## src/rtl/bdlc_pkg.sv

```systemverilog
// ----------------------------------------------------------------------------
// bdlc_pkg
// shared types, constants and helpers for the dump load controller
// ----------------------------------------------------------------------------
package bdlc_pkg;

   localparam int ADC_BITS = 12;
   localparam int SUM_W    = ADC_BITS + 8;
   localparam int CNT_W    = 9;
   localparam int SCALE_W  = 18;
   localparam int NUM_W    = SUM_W + SCALE_W;
   localparam int DEN_W    = ADC_BITS + CNT_W;
   localparam int DIV_CNT_W = $clog2(NUM_W + 1);

   localparam logic [SCALE_W-1:0] SCALE_3V3_Q = SCALE_W'(216269);
   localparam logic signed [31:0] SPLIT_2V6_Q = 32'sd170394;
   localparam logic signed [32:0] HARD_HIGH_Q = 33'sd3145728;
   localparam logic signed [32:0] HARD_LOW_Q  = 33'sd2673869;

   localparam logic [2:0] CSR_NUM_SAMPLES = 3'd0;
   localparam logic [2:0] CSR_LOW_SEG     = 3'd1;
   localparam logic [2:0] CSR_HIGH_SEG    = 3'd2;
   localparam logic [2:0] CSR_VOLT_CAL    = 3'd3;
   localparam logic [2:0] CSR_CURR_CAL    = 3'd4;
   localparam logic [2:0] CSR_DUMP_ON     = 3'd5;
   localparam logic [2:0] CSR_DUMP_OFF    = 3'd6;

   localparam logic [63:0] CAL_RESET      = 64'h0001_0000_0000_0000;
   localparam logic [7:0]  NUM_SAMPLES_RESET = 8'd16;
   localparam logic [22:0] DUMP_ON_RESET  = 23'd3014656;
   localparam logic [22:0] DUMP_OFF_RESET = 23'd2883584;

   localparam logic [1:0] MODE_AUTO_OFF = 2'd0;
   localparam logic [1:0] MODE_AUTO_ON  = 2'd1;
   localparam logic [1:0] MODE_MANUAL   = 2'd2;
   localparam logic [1:0] MODE_WARNING  = 2'd3;

   typedef struct packed {
      logic                cmd;
      logic [ADC_BITS-1:0] voltage_code;
      logic [ADC_BITS-1:0] current_code;
      logic                override_switch;
      logic                blink_on;
   } req_type;

   typedef struct packed {
      logic               gate;
      logic               green_drive;
      logic               red_led;
      logic [1:0]         mode;
      logic signed [31:0] voltage_out;
      logic signed [31:0] current_out;
   } rsp_type;

   // floor shift of a q16.16 product, add offset, saturate to 32 bits
   function automatic logic signed [31:0] cal_finish(logic signed [63:0] prod,
                                                     logic signed [31:0] offset);
      logic signed [48:0] sum;
      sum = {prod[63], prod[63:16]} + {{17{offset[31]}}, offset};
      if (sum > 49'sd2147483647) begin
         return 32'sh7FFF_FFFF;
      end else if (sum < -49'sd2147483648) begin
         return 32'sh8000_0000;
      end else begin
         return sum[31:0];
      end
   endfunction

endpackage

```

## src/rtl/bdlc_divider.sv

```systemverilog
// ----------------------------------------------------------------------------
// bdlc_divider
// restoring divider, one quotient bit per cycle
// ----------------------------------------------------------------------------
module bdlc_divider (
   input  logic                          clock,
   input  logic                          reset,
   input  logic                          start,
   input  logic [bdlc_pkg::NUM_W-1:0]    dividend,
   input  logic [bdlc_pkg::DEN_W-1:0]    divisor,
   output logic                          done,
   output logic [bdlc_pkg::NUM_W-1:0]    quotient
);

   logic [bdlc_pkg::DEN_W-1:0]     rem_ff;
   logic [bdlc_pkg::NUM_W-1:0]     quo_ff;
   logic [bdlc_pkg::DIV_CNT_W-1:0] cnt_ff;
   logic                           run_ff;
   logic                           done_ff;
   logic [bdlc_pkg::DEN_W:0]       shift_in;
   logic                           fits_in;

   assign shift_in = {rem_ff, quo_ff[bdlc_pkg::NUM_W-1]};
   assign fits_in  = shift_in >= {1'b0, divisor};

   always_ff @(posedge clock) begin
      if (reset) begin
         run_ff  <= 1'b0;
         done_ff <= 1'b0;
         cnt_ff  <= '0;
      end else begin
         done_ff <= 1'b0;
         if (start) begin
            run_ff <= 1'b1;
            cnt_ff <= bdlc_pkg::DIV_CNT_W'(bdlc_pkg::NUM_W);
            rem_ff <= '0;
            quo_ff <= dividend;
         end else if (run_ff) begin
            rem_ff <= fits_in ? bdlc_pkg::DEN_W'(shift_in - {1'b0, divisor})
                              : shift_in[bdlc_pkg::DEN_W-1:0];
            quo_ff <= {quo_ff[bdlc_pkg::NUM_W-2:0], fits_in};
            cnt_ff <= cnt_ff - 1'b1;
            if (cnt_ff == bdlc_pkg::DIV_CNT_W'(1)) begin
               run_ff  <= 1'b0;
               done_ff <= 1'b1;
            end
         end
      end
   end

   assign done     = done_ff;
   assign quotient = quo_ff;

endmodule

```

## src/rtl/battery_dump_load_controller_unit.sv

```systemverilog
// ----------------------------------------------------------------------------
// battery_dump_load_controller_unit
// averages adc sample pairs, calibrates them and runs the dump gate control
// ----------------------------------------------------------------------------
// sample request: when it closes a measurement, each channel runs a scale
//   multiply, a division on the 38 step shared divider and two multiply/add
//   steps; a zero average or a non positive current skips an add step
// control request: response registered in the cycle after acceptance
// one request at a time; req_stall is high while a measurement is computed
// synchronous active high reset clears control, sum and configuration registers
// ----------------------------------------------------------------------------
module battery_dump_load_controller_unit (
   input  logic                clock,
   input  logic                reset,
   input  logic                req_valid,
   output logic                req_stall,
   input  bdlc_pkg::req_type   req_data,
   output logic                rsp_valid,
   input  logic                rsp_stall,
   output bdlc_pkg::rsp_type   rsp_data,
   input  logic                csr_valid,
   output logic                csr_ready,
   input  logic [2:0]          csr_index,
   input  logic [63:0]         csr_wdata
);

   typedef enum logic [2:0] {
      S_IDLE, S_SCALE, S_DIV_GO, S_DIV_WAIT, S_SEG_MUL, S_SEG_ADD, S_FIN_MUL, S_FIN_ADD
   } state_type;

   // configuration registers
   logic [7:0]  num_samples_ff;
   logic [63:0] low_seg_ff, high_seg_ff, volt_cal_ff, curr_cal_ff;
   logic [22:0] dump_on_ff, dump_off_ff;

   // accumulation and measurement state
   logic [bdlc_pkg::SUM_W-1:0] vsum_ff, csum_ff;
   logic [7:0]                 count_ff;
   logic signed [31:0]         meas_v_ff, meas_c_ff;
   logic [1:0]                 status_ff;
   logic                       gate_ff;

   // sequencer and shared datapath
   state_type                  state_ff;
   logic                       chan_ff;     // 0 voltage, 1 current
   logic [bdlc_pkg::DEN_W-1:0] den_ff;
   logic signed [63:0]         prod_ff;
   logic signed [31:0]         val_ff;

   logic                       rsp_valid_ff;
   bdlc_pkg::rsp_type          rsp_ff;

   logic                       req_accept;
   logic                       rsp_free;

   // sample path
   logic [bdlc_pkg::SUM_W-1:0] vsum_in, csum_in;
   logic [7:0]                 count_in;
   logic [7:0]                 n_eff;
   logic                       meas_done;
   logic [bdlc_pkg::CNT_W-1:0] cnt_div;

   // shared multiplier
   logic signed [31:0]         mul_a, mul_b;
   logic signed [63:0]         prod_in;
   logic [63:0]                seg_cal, fin_cal;
   logic signed [31:0]         cal_res;

   // control step
   logic signed [32:0]         v_ext;
   logic [1:0]                 status_in;
   logic                       gate_in;
   logic                       green_in, red_in;

   logic                       div_done;
   logic [bdlc_pkg::NUM_W-1:0] div_quo;

   assign rsp_free   = !rsp_valid_ff || !rsp_stall;
   assign req_stall  = (state_ff != S_IDLE) || !rsp_free;
   assign req_accept = req_valid && !req_stall;
   assign csr_ready  = (state_ff == S_IDLE);

   // sample accumulation, a zero count setting acts as one
   assign vsum_in   = vsum_ff + bdlc_pkg::SUM_W'(req_data.voltage_code);
   assign csum_in   = csum_ff + bdlc_pkg::SUM_W'(req_data.current_code);
   assign count_in  = count_ff + 8'd1;
   assign n_eff     = (num_samples_ff == 8'd0) ? 8'd1 : num_samples_ff;
   assign meas_done = (count_in >= n_eff) || (count_in == 8'd0);
   assign cnt_div   = (count_in == 8'd0) ? bdlc_pkg::CNT_W'(256)
                                         : bdlc_pkg::CNT_W'(count_in);

   // segment choice follows the value that enters the correction
   assign seg_cal = (val_ff < bdlc_pkg::SPLIT_2V6_Q) ? low_seg_ff : high_seg_ff;
   assign fin_cal = chan_ff ? curr_cal_ff : volt_cal_ff;

   always_comb begin
      mul_a = val_ff;
      mul_b = $signed(fin_cal[63:32]);
      case (state_ff)
         S_SCALE: begin
            mul_a = $signed(32'(chan_ff ? csum_ff : vsum_ff));
            mul_b = $signed(32'(bdlc_pkg::SCALE_3V3_Q));
         end
         S_SEG_MUL: mul_b = $signed(seg_cal[63:32]);
         default:   mul_b = $signed(fin_cal[63:32]);
      endcase
   end

   assign prod_in = mul_a * mul_b;

   always_comb begin
      if (state_ff == S_SEG_ADD) begin
         cal_res = bdlc_pkg::cal_finish(prod_ff, $signed(seg_cal[31:0]));
      end else begin
         cal_res = bdlc_pkg::cal_finish(prod_ff, $signed(fin_cal[31:0]));
      end
   end

   // control step: manual release, override, then thresholds in priority
   assign v_ext = {meas_v_ff[31], meas_v_ff};

   always_comb begin
      status_in = status_ff;
      gate_in   = gate_ff;
      if (status_ff == bdlc_pkg::MODE_MANUAL && !req_data.override_switch) begin
         status_in = bdlc_pkg::MODE_AUTO_OFF;
         gate_in   = 1'b0;
      end
      if (req_data.override_switch) begin
         status_in = bdlc_pkg::MODE_MANUAL;
         gate_in   = 1'b0;
      end else if (v_ext > bdlc_pkg::HARD_HIGH_Q) begin
         status_in = bdlc_pkg::MODE_WARNING;
         gate_in   = 1'b1;
      end else if (v_ext > $signed({10'd0, dump_on_ff})) begin
         status_in = bdlc_pkg::MODE_AUTO_ON;
         gate_in   = 1'b1;
      end else if (v_ext < bdlc_pkg::HARD_LOW_Q) begin
         status_in = bdlc_pkg::MODE_WARNING;
         gate_in   = 1'b0;
      end else if (v_ext < $signed({10'd0, dump_off_ff})) begin
         status_in = bdlc_pkg::MODE_AUTO_OFF;
         gate_in   = 1'b0;
      end
   end

   // led drive by mode
   always_comb begin
      unique case (status_in)
         bdlc_pkg::MODE_AUTO_ON: begin
            green_in = 1'b0;
            red_in   = 1'b1;
         end
         bdlc_pkg::MODE_AUTO_OFF: begin
            green_in = 1'b1;
            red_in   = 1'b0;
         end
         bdlc_pkg::MODE_MANUAL: begin
            green_in = req_data.blink_on;
            red_in   = 1'b0;
         end
         default: begin
            green_in = req_data.blink_on;
            red_in   = req_data.blink_on;
         end
      endcase
   end

   // configuration writes, unknown indexes are dropped
   always_ff @(posedge clock) begin
      if (reset) begin
         num_samples_ff <= bdlc_pkg::NUM_SAMPLES_RESET;
         low_seg_ff     <= bdlc_pkg::CAL_RESET;
         high_seg_ff    <= bdlc_pkg::CAL_RESET;
         volt_cal_ff    <= bdlc_pkg::CAL_RESET;
         curr_cal_ff    <= bdlc_pkg::CAL_RESET;
         dump_on_ff     <= bdlc_pkg::DUMP_ON_RESET;
         dump_off_ff    <= bdlc_pkg::DUMP_OFF_RESET;
      end else if (csr_valid && csr_ready) begin
         unique case (csr_index)
            bdlc_pkg::CSR_NUM_SAMPLES: num_samples_ff <= csr_wdata[7:0];
            bdlc_pkg::CSR_LOW_SEG:     low_seg_ff     <= csr_wdata;
            bdlc_pkg::CSR_HIGH_SEG:    high_seg_ff    <= csr_wdata;
            bdlc_pkg::CSR_VOLT_CAL:    volt_cal_ff    <= csr_wdata;
            bdlc_pkg::CSR_CURR_CAL:    curr_cal_ff    <= csr_wdata;
            bdlc_pkg::CSR_DUMP_ON:     dump_on_ff     <= csr_wdata[22:0];
            bdlc_pkg::CSR_DUMP_OFF:    dump_off_ff    <= csr_wdata[22:0];
            default: ;
         endcase
      end
   end

   // sequencer, measurement state and response register
   always_ff @(posedge clock) begin
      if (reset) begin
         state_ff     <= S_IDLE;
         chan_ff      <= 1'b0;
         vsum_ff      <= '0;
         csum_ff      <= '0;
         count_ff     <= '0;
         meas_v_ff    <= '0;
         meas_c_ff    <= '0;
         status_ff    <= bdlc_pkg::MODE_AUTO_OFF;
         gate_ff      <= 1'b0;
         rsp_valid_ff <= 1'b0;
      end else begin
         // response loads on a control request, drops once taken
         if (state_ff == S_IDLE && req_accept && req_data.cmd) begin
            rsp_valid_ff <= 1'b1;
         end else if (!rsp_stall) begin
            rsp_valid_ff <= 1'b0;
         end
         unique case (state_ff)
            S_IDLE: begin
               if (req_accept && !req_data.cmd) begin
                  vsum_ff  <= vsum_in;
                  csum_ff  <= csum_in;
                  count_ff <= count_in;
                  if (meas_done) begin
                     // divisor is cnt * 4095
                     den_ff   <= {cnt_div, {bdlc_pkg::ADC_BITS{1'b0}}}
                                 - bdlc_pkg::DEN_W'(cnt_div);
                     chan_ff  <= 1'b0;
                     state_ff <= S_SCALE;
                  end
               end else if (req_accept) begin
                  status_ff    <= status_in;
                  gate_ff      <= gate_in;
                  rsp_ff.gate        <= gate_in;
                  rsp_ff.green_drive <= green_in;
                  rsp_ff.red_led     <= red_in;
                  rsp_ff.mode        <= status_in;
                  rsp_ff.voltage_out <= meas_v_ff;
                  rsp_ff.current_out <= meas_c_ff;
               end
            end
            S_SCALE: begin
               prod_ff  <= prod_in;
               state_ff <= S_DIV_GO;
            end
            S_DIV_GO: state_ff <= S_DIV_WAIT;
            S_DIV_WAIT: begin
               if (div_done) begin
                  val_ff   <= $signed(div_quo[31:0]);
                  state_ff <= S_SEG_MUL;
               end
            end
            S_SEG_MUL: begin
               prod_ff <= prod_in;
               // a zero average skips the segment correction
               if (val_ff == 32'sd0) begin
                  state_ff <= S_FIN_MUL;
               end else begin
                  state_ff <= S_SEG_ADD;
               end
            end
            S_SEG_ADD: begin
               val_ff   <= cal_res;
               state_ff <= S_FIN_MUL;
            end
            S_FIN_MUL: begin
               prod_ff <= prod_in;
               // current not positive reads as zero
               if (chan_ff && val_ff <= 32'sd0) begin
                  meas_c_ff <= '0;
                  vsum_ff   <= '0;
                  csum_ff   <= '0;
                  count_ff  <= '0;
                  state_ff  <= S_IDLE;
               end else begin
                  state_ff <= S_FIN_ADD;
               end
            end
            S_FIN_ADD: begin
               if (!chan_ff) begin
                  meas_v_ff <= cal_res;
                  chan_ff   <= 1'b1;
                  state_ff  <= S_SCALE;
               end else begin
                  meas_c_ff <= cal_res;
                  vsum_ff   <= '0;
                  csum_ff   <= '0;
                  count_ff  <= '0;
                  state_ff  <= S_IDLE;
               end
            end
            default: state_ff <= S_IDLE;
         endcase
      end
   end

   bdlc_divider u_divider (
      .clock    (clock),
      .reset    (reset),
      .start    (state_ff == S_DIV_GO),
      .dividend (prod_ff[bdlc_pkg::NUM_W-1:0]),
      .divisor  (den_ff),
      .done     (div_done),
      .quotient (div_quo)
   );

   assign rsp_valid = rsp_valid_ff;
   assign rsp_data  = rsp_ff;

endmodule

```

## config.mk

```make
export PLATFORM = sky130hd
export DESIGN_NAME = battery_dump_load_controller_unit
export DESIGN_NICKNAME = d
export VERILOG_FILES = /design/src/rtl/bdlc_pkg.sv /design/src/rtl/bdlc_divider.sv /design/src/rtl/battery_dump_load_controller_unit.sv
export SDC_FILE = /design/constraint.sdc
export NUM_CORES = 2
export LEC_CHECK = 0
export ABC_AREA = 1
export BUFFER_PORTS_ARGS = -buffer_cell sky130_fd_sc_hd__buf_2
export CORE_AREA = 3 3 390 392
export DETAILED_ROUTE_END_ITERATION = 7
export DIE_AREA = 0 0 393 395
export GPL_TIMING_DRIVEN = 0
export PLACE_DENSITY = 0.68
export SYNTH_ARGS = -nofsm -noshare
export SYNTH_HDL_FRONTEND = slang
export SYNTH_SLANG_ARGS = --single-unit
```

## constraint.sdc

```tcl
create_clock -name clock -period 8.7 [get_ports clock]
set_clock_uncertainty 0.1 [all_clocks]
set_input_delay 1.74 -clock clock [delete_from_list [all_inputs] [get_ports clock]]
set_output_delay 1.74 -clock clock [all_outputs]
set_load 0.05 [all_outputs]
```

=== Word level (Yosys, flattened, before mapping) ===
Index checks and enable logic that the tools add are counted.

* Output and inout port bits: 72
* Input port bits: 99
* Flip-flop bits (word level): 683
* Word-level logic and storage cells: 193

* Bitwise gates (word level): 4
* Multiply operators: 1
* Add/sub/neg operators: 8
* Magnitude comparators: 12
* Reduce and logical (&&, ||, !) cells: 50
* Mux-type cells: 63
* Equal/unequal tests: 23

{| class="wikitable"
|+ Operators with widths
! cell !! number
|-
| $mux W32 || 9
|-
| $pmux W32 S2 || 3
|-
| $mux W64 || 2
|-
| $pmux W20 S3 || 2
|-
| $mux W20 || 5
|-
| $add A48 B32 Y49 || 2
|-
| $gt A49 B32 Y1 const B || 2
|-
| $lt A49 B32 Y1 const B || 2
|-
| $mux W38 || 2
|-
| $mul A32 B32 Y64 || 1
|-
| $mux W21 || 2
|-
| $add A20 B12 Y20 || 2
|-
| $gt A32 B23 Y1 const B || 1
|-
| $gt A32 B24 Y1 || 1
|-
| $le A32 B1 Y1 const B || 1
|-
| $logic_not A32 Y1 || 1
|-
| $lt A32 B19 Y1 const B || 1
|-
| $lt A32 B23 Y1 const B || 1
|-
| $lt A32 B24 Y1 || 1
|-
| $mux W8 || 4
|-
| $pmux W3 S8 || 1
|-
| $pmux W8 S3 || 1
|-
| $ge A22 B21 Y1 || 1
|-
| $eq A3 B3 Y1 const B || 7
|-
| other kinds (32) || 106
|}

=== Depth between registers and ports, before layout ===
* Depth after elaboration: 11
* Depth in mapped cells: 44

=== By module ===
A second synthesis with hierarchy kept.

* Cell total of the unflattened synthesis: 9776
* Area, all modules: 74993.2 um^2

{| class="wikitable"
|+ Modules (own cells, without submodules)
! module !! area an instance (um^2) !! cells each !! instances
|-
| battery_dump_load_controller_unit || 70517.6 || 9163 || 1
|-
| bdlc_divider || 4475.5 || 613 || 1
|}

=== Worst setup path before layout ===
Ideal clock, no wire load.

* Path kind: register to register
* Start point: register val_ff[20]
* End point: register prod_ff[61] (data pin)
* Data required time: 8.335 ns
* Slack: -0.358 ns
* Cell stages (with the launch flop): 31
* Arrival time: 8.693 ns
* Clock period less this slack: 9.058 ns
* Setup time: 0.265 ns
* Cell sequence: edfxtp_1 > or4_1 > nor3_1 > o21ai_0 > nand2_1 > buf_2 > buf_2 > o21ai_0 > nand2_1 > clkbuf_1 > nand2_1 > fa_1 > fa_1 > fa_1 > inv_1 > fa_1 > inv_1 > fa_1 > inv_1 > fa_1 > inv_1 > fa_1 > inv_1 > fa_1 > ha_1 > a21oi_1 > o21a_1 > o21ai_0 > a221oi_1 > o21ai_0 > xor2_1

* Cells in the longest elaborated chain, start to end: 4

{| class="wikitable"
|+ RTL lines
! what !! line !! text
|-
| from (decl) || battery_dump_load_controller_unit.sv:48 || <nowiki>logic signed [31:0] val_ff;</nowiki>
|-
| from (signal assigned) || battery_dump_load_controller_unit.sv:244 || <nowiki>val_ff <= $signed(div_quo[31:0]);</nowiki>
|-
| from (signal assigned) || battery_dump_load_controller_unit.sv:258 || <nowiki>val_ff <= cal_res;</nowiki>
|-
| $lt A32 B19 Y1 || battery_dump_load_controller_unit.sv:93 || <nowiki>assign seg_cal = (val_ff < bdlc_pkg::SPLIT_2V6_Q) ? low_seg_ff : high_seg_ff;</nowiki>
|-
| $mux W64 || battery_dump_load_controller_unit.sv:93 ||
|-
| $pmux W32 S2 || battery_dump_load_controller_unit.sv:99 || <nowiki>case (state_ff)</nowiki>
|-
| $mul A32 B32 Y64 (*) || battery_dump_load_controller_unit.sv:109 || <nowiki>assign prod_in = mul_a * mul_b;</nowiki>
|-
| via prod_in[61] || battery_dump_load_controller_unit.sv:65 || <nowiki>logic signed [63:0] prod_in;</nowiki>
|-
| to (signal assigned) || battery_dump_load_controller_unit.sv:238 || <nowiki>prod_ff <= prod_in;</nowiki>
|-
| to (signal assigned) || battery_dump_load_controller_unit.sv:249 || <nowiki>prod_ff <= prod_in;</nowiki>
|-
| to (signal assigned) || battery_dump_load_controller_unit.sv:262 || <nowiki>prod_ff <= prod_in;</nowiki>
|-
| to (decl) || battery_dump_load_controller_unit.sv:47 || <nowiki>logic signed [63:0] prod_ff;</nowiki>
|}

Mark *: on every way through the listed nets, which the timed path passes. The rest lies on a longest branch.
A chain may end at the register's enable or synchronous reset.

=== Worst setup path after layout ===
* Start point: register chan_ff
* End point: register prod_ff[62] (data pin)

* Cells in the longest elaborated chain, start to end: 3

{| class="wikitable"
|+ RTL lines
! what !! line !! text
|-
| from (decl) || battery_dump_load_controller_unit.sv:45 || <nowiki>logic chan_ff;</nowiki>
|-
| from (signal assigned) || battery_dump_load_controller_unit.sv:197 || <nowiki>chan_ff <= 1'b0;</nowiki>
|-
| from (signal assigned) || battery_dump_load_controller_unit.sv:223 || <nowiki>chan_ff <= 1'b0;</nowiki>
|-
| from (signal assigned) || battery_dump_load_controller_unit.sv:277 || <nowiki>chan_ff <= 1'b1;</nowiki>
|-
| $mux W64 or $mux W20 (tied branches) || battery_dump_load_controller_unit.sv:94, battery_dump_load_controller_unit.sv:101 ||
|-
| $pmux W32 S2 or $mux W32 (tied branches) || battery_dump_load_controller_unit.sv:99 ||
|-
| $mul A32 B32 Y64 (*) || battery_dump_load_controller_unit.sv:109 ||
|-
| via prod_in[62] || battery_dump_load_controller_unit.sv:65 ||
|}

Marked as above.

==> results.md <==
* Hold-fix buffers, CTS at 0
* Crit. End Element: register
* Top post-synthesis cells by area: fa_1, dfxtp_1, nand2_1, edfxtp_1, inv_1
* Minimum clock period after layout at 9.35 ns
* Antenna viol nets, final at 0
* Cell mode on critical path: fa_1
* Post-DP HPWL at 236,000 um
* Global-route wire length before repair at 430,000 um
* Highest clock rate at 0.107 GHz
* MaxCap Viol Count at 0
* WL per Instance at 24.4 um
* Clock power share at 8.3%
* Final setup viols at 35
* Share of cells above drive strength 1 at 12.3%
* Synth top cells by count: nand2_1, inv_1, nor2_1
* Initial antenna violation count at 26
* Final count of hold timing violations at 0
* Critical path's slowest cell: o21ai_0
* Die ar. at 155,000 um^2
* Number of enable flip-flop cells after synthesis at 245
* Final nets at 11,700
* Leakage power at 41.8 nW
* Worst hold path type: register to register
* Part of the power in combinational logic at 79.9%
* GRT overflow at 0
* Syn Inst Count at 9,631
* Final setup margin at -0.652 ns
* Most used DFF post-synth: dfxtp_1
* Top fanout value on the critical path at 10
* CTS max path bufs at 3
* Port Buffers at 169
* Clock slew at reported path FFs at 0.07 ns
* Post-Syn Area per Cell at 7.73 um^2
* Top-area cell type share of the netlist area at 29.2%
* CTS H-tree depth at 3
* Slew Limit Fails at 0
* CP top delay family: adder cells
* Req. time, crit path at 8.98 ns
* Area leader, netlist: fa_1
* Num ports at 171
* # fillers at 13,700
* Syn-to-layout area delta at 15.7%
* Initial Util at 49.9%
* Drt via density at 5.66
* Largest net degree at the start of global routing at 38
* Highest cell delay on the worst timing path at 0.90 ns
* Switching power at 20.2 mW
* Chip Height at 395 um
* Clock Latency Late Sink at 0.67 ns
* Sequential area share after synthesis at 21.7%
* Critical Path AT at 9.63 ns
* CTS tree: done
* Sequential power share at 11.7%
* Ys Warns at 0
* Via count at 68,800
* Startpoint Class: register
* Ys async rst share at 0%
* GRT Resource Usage Total at 37.7%
* CTS root buf: clkbuf_16
* Seq. cell area at 16,100 um^2
* Internal power at 18.4 mW
* Violated checks: negative setup slack
* Final WL at 297,000 um
* Mapped Area at 74,500 um^2
* TritonCTS buffer count at 68
* DIE WIDTH at 393 um
* Clock sink total at 683
* Relative slew slack at 9.68%
* Result of the run: complete, but fails checks
* Residual DRC count at 0
* Vias in the first global route at 67,600
* Distinct cells, synth at 67
* Bufs and invs on worst path at 6
* Multi-input logic area at 52,600 um^2
* Gpl congestion at 1.08
* First DRT Iteration DRCs at 6,984
* Worst Max-Slew Pin Slew at 1.35 ns
* Final period utilization at 107%
* Hold slack at 0.332 ns
* CP Class: register to register
* RSZ-0062 raised after global routing: true
* DRT Pass-1 Iters at 7
* Synth Register Bits at 683
* Cell Rows at 142
* Worst vdd ir at 741 uV
* Core ar. at 149,000 um^2
* Top-count cell post-synth: nand2_1
* Pwr dens at 449 nW/um^2
* Switching share of power at 52.3%
* Setup TNS at -13.34 ns
[registers in the layout, indices dropped and copies added, names as in the netlist, 21 cells and up]
| signal | cells |
|---|---|
| high_seg_ff | 64 |
| low_seg_ff | 64 |
| volt_cal_ff | 64 |
| dump_on_ff | 23 |
| prod_ff | 64 |
| meas_v_ff | 32 |
| den_ff | 21 |
| val_ff | 32 |
| rsp_data | 69 |
| dump_off_ff | 23 |
| meas_c_ff | 32 |
| curr_cal_ff | 64 |
| u_divider.quotient | 38 |
| u_divider.rem_ff | 21 |
[worst register-to-register path: stages, from the launching register on]
cell,delay [ns]
dfxtp_1,0.30
clkbuf_1,0.16
clkbuf_2,0.30
o21ai_0,0.91
o21ai_2,0.19
clkinv_1,0.31
clkbuf_1,0.73
nand2_1,0.16
fa_1,0.49
fa_1,0.50
inv_1,0.05
fa_1,0.45
fa_1,0.51
fa_1,0.43
fa_1,0.52
fa_1,0.43
fa_1,0.55
ha_2,0.33
a21oi_2,0.17
inv_1,0.07
a21oi_1,0.17
a21boi_4,0.28
o2111ai_4,0.17
a31o_4,0.30
a21oi_4,0.21
o21ai_1,0.11
xor2_1,0.15
[cell type report]
cell class              count  area share (%)
multi-input cells        6812            61.1
flip-flops and latches    683            18.7
clock buffers              83            2.14
clock inverters            42           0.641
plain buffers             356            2.73
repair inverters            1         0.00436
diodes                     25          0.0726
repair buffers            425            3.77
inverters                1778            7.97
well taps                1944            2.82
[placed cells by master (no fill, tap or decap), types with 204 or more instances in the layout]
master,instances
edfxtp_1,245
nor2_1,1481
ha_1,340
fa_1,1012
nand2_1,1926
dfxtp_1,438
o21ai_0,514
nand3_1,204
a21oi_1,396
buf_4,225
inv_1,1689
[logic make-up (layout without fill, tap and decap cells)]
family	count (synthesis)	in the layout	share of synthesized area, %
mux	6	6	0.0806
flops	683	683	21.7
buf+inv	2138	2685	10.9
xor+xnor	179	179	2.14
other cells	1	27	0.00504
compound gates	1190	1190	8.57
fa+ha+maj	1469	1469	35.6
simple gates	3965	3966	21.1
[final timing paths]
check | slack [ns] | start | endpoint | depth (start not counted)
setup / recovery | -0.65 | chan_ff$_SDFFE_PP0P_ | prod_ff[62]$_DFFE_PP_ | 26
hold / removal | 0.33 | meas_c_ff[1]$_SDFFE_PP0P_ | rsp_data[1]$_DFFE_PP_ | 0
setup reg to reg | -0.65 | chan_ff$_SDFFE_PP0P_ | prod_ff[62]$_DFFE_PP_ | 26
hold reg to reg | 0.33 | meas_c_ff[1]$_SDFFE_PP0P_ | rsp_data[1]$_DFFE_PP_ | 0
[timing repair]
action / in CTS / in global routing
gates resized for setup: 646 / 508
gates cloned: 4 / 1
endpoints found under the setup margin: 54 / 46
pin swaps: 92 / 170
buffers inserted: 101 / 142
[routing by layer]
metal	part of all wire (%)	global-route usage [%]	wire length [um]
met3	12	9.75	34500
met1	36	46.4	107000
met5	0.023	0	69
met4	8.7	26.3	25800
met2	44	57.9	129000
[power groups by stage]
stage,sequential (mW),combinational [mW],clock (mW)
finish,4.54,30.9,3.21
floorplan,4.59,14.4,0
detailed placement,4.59,21.8,0
global placement,4.60,21.4,0
global route,4.55,33.1,3.34
CTS,4.52,24.6,3.23
[stage by stage]
step           instance area [um^2]  std cells  util (%)  total power, mW  setup slack [ns]
6_report                      86100      12100      57.7             38.6            -0.652
3_5_place_dp                  78000      11800      52.3             26.3             -3.46
4_1_cts                       83400      12000      55.9             32.4            -0.498
2_1_floorplan                 74500       9632         -             19.0           0.00562
3_3_place_gp                  77800      11700      52.1             26.0             -3.31
5_1_grt                       86100      12100      57.7             41.0            -0.904
No activity file was read; power rests on OpenSTA's default activity.
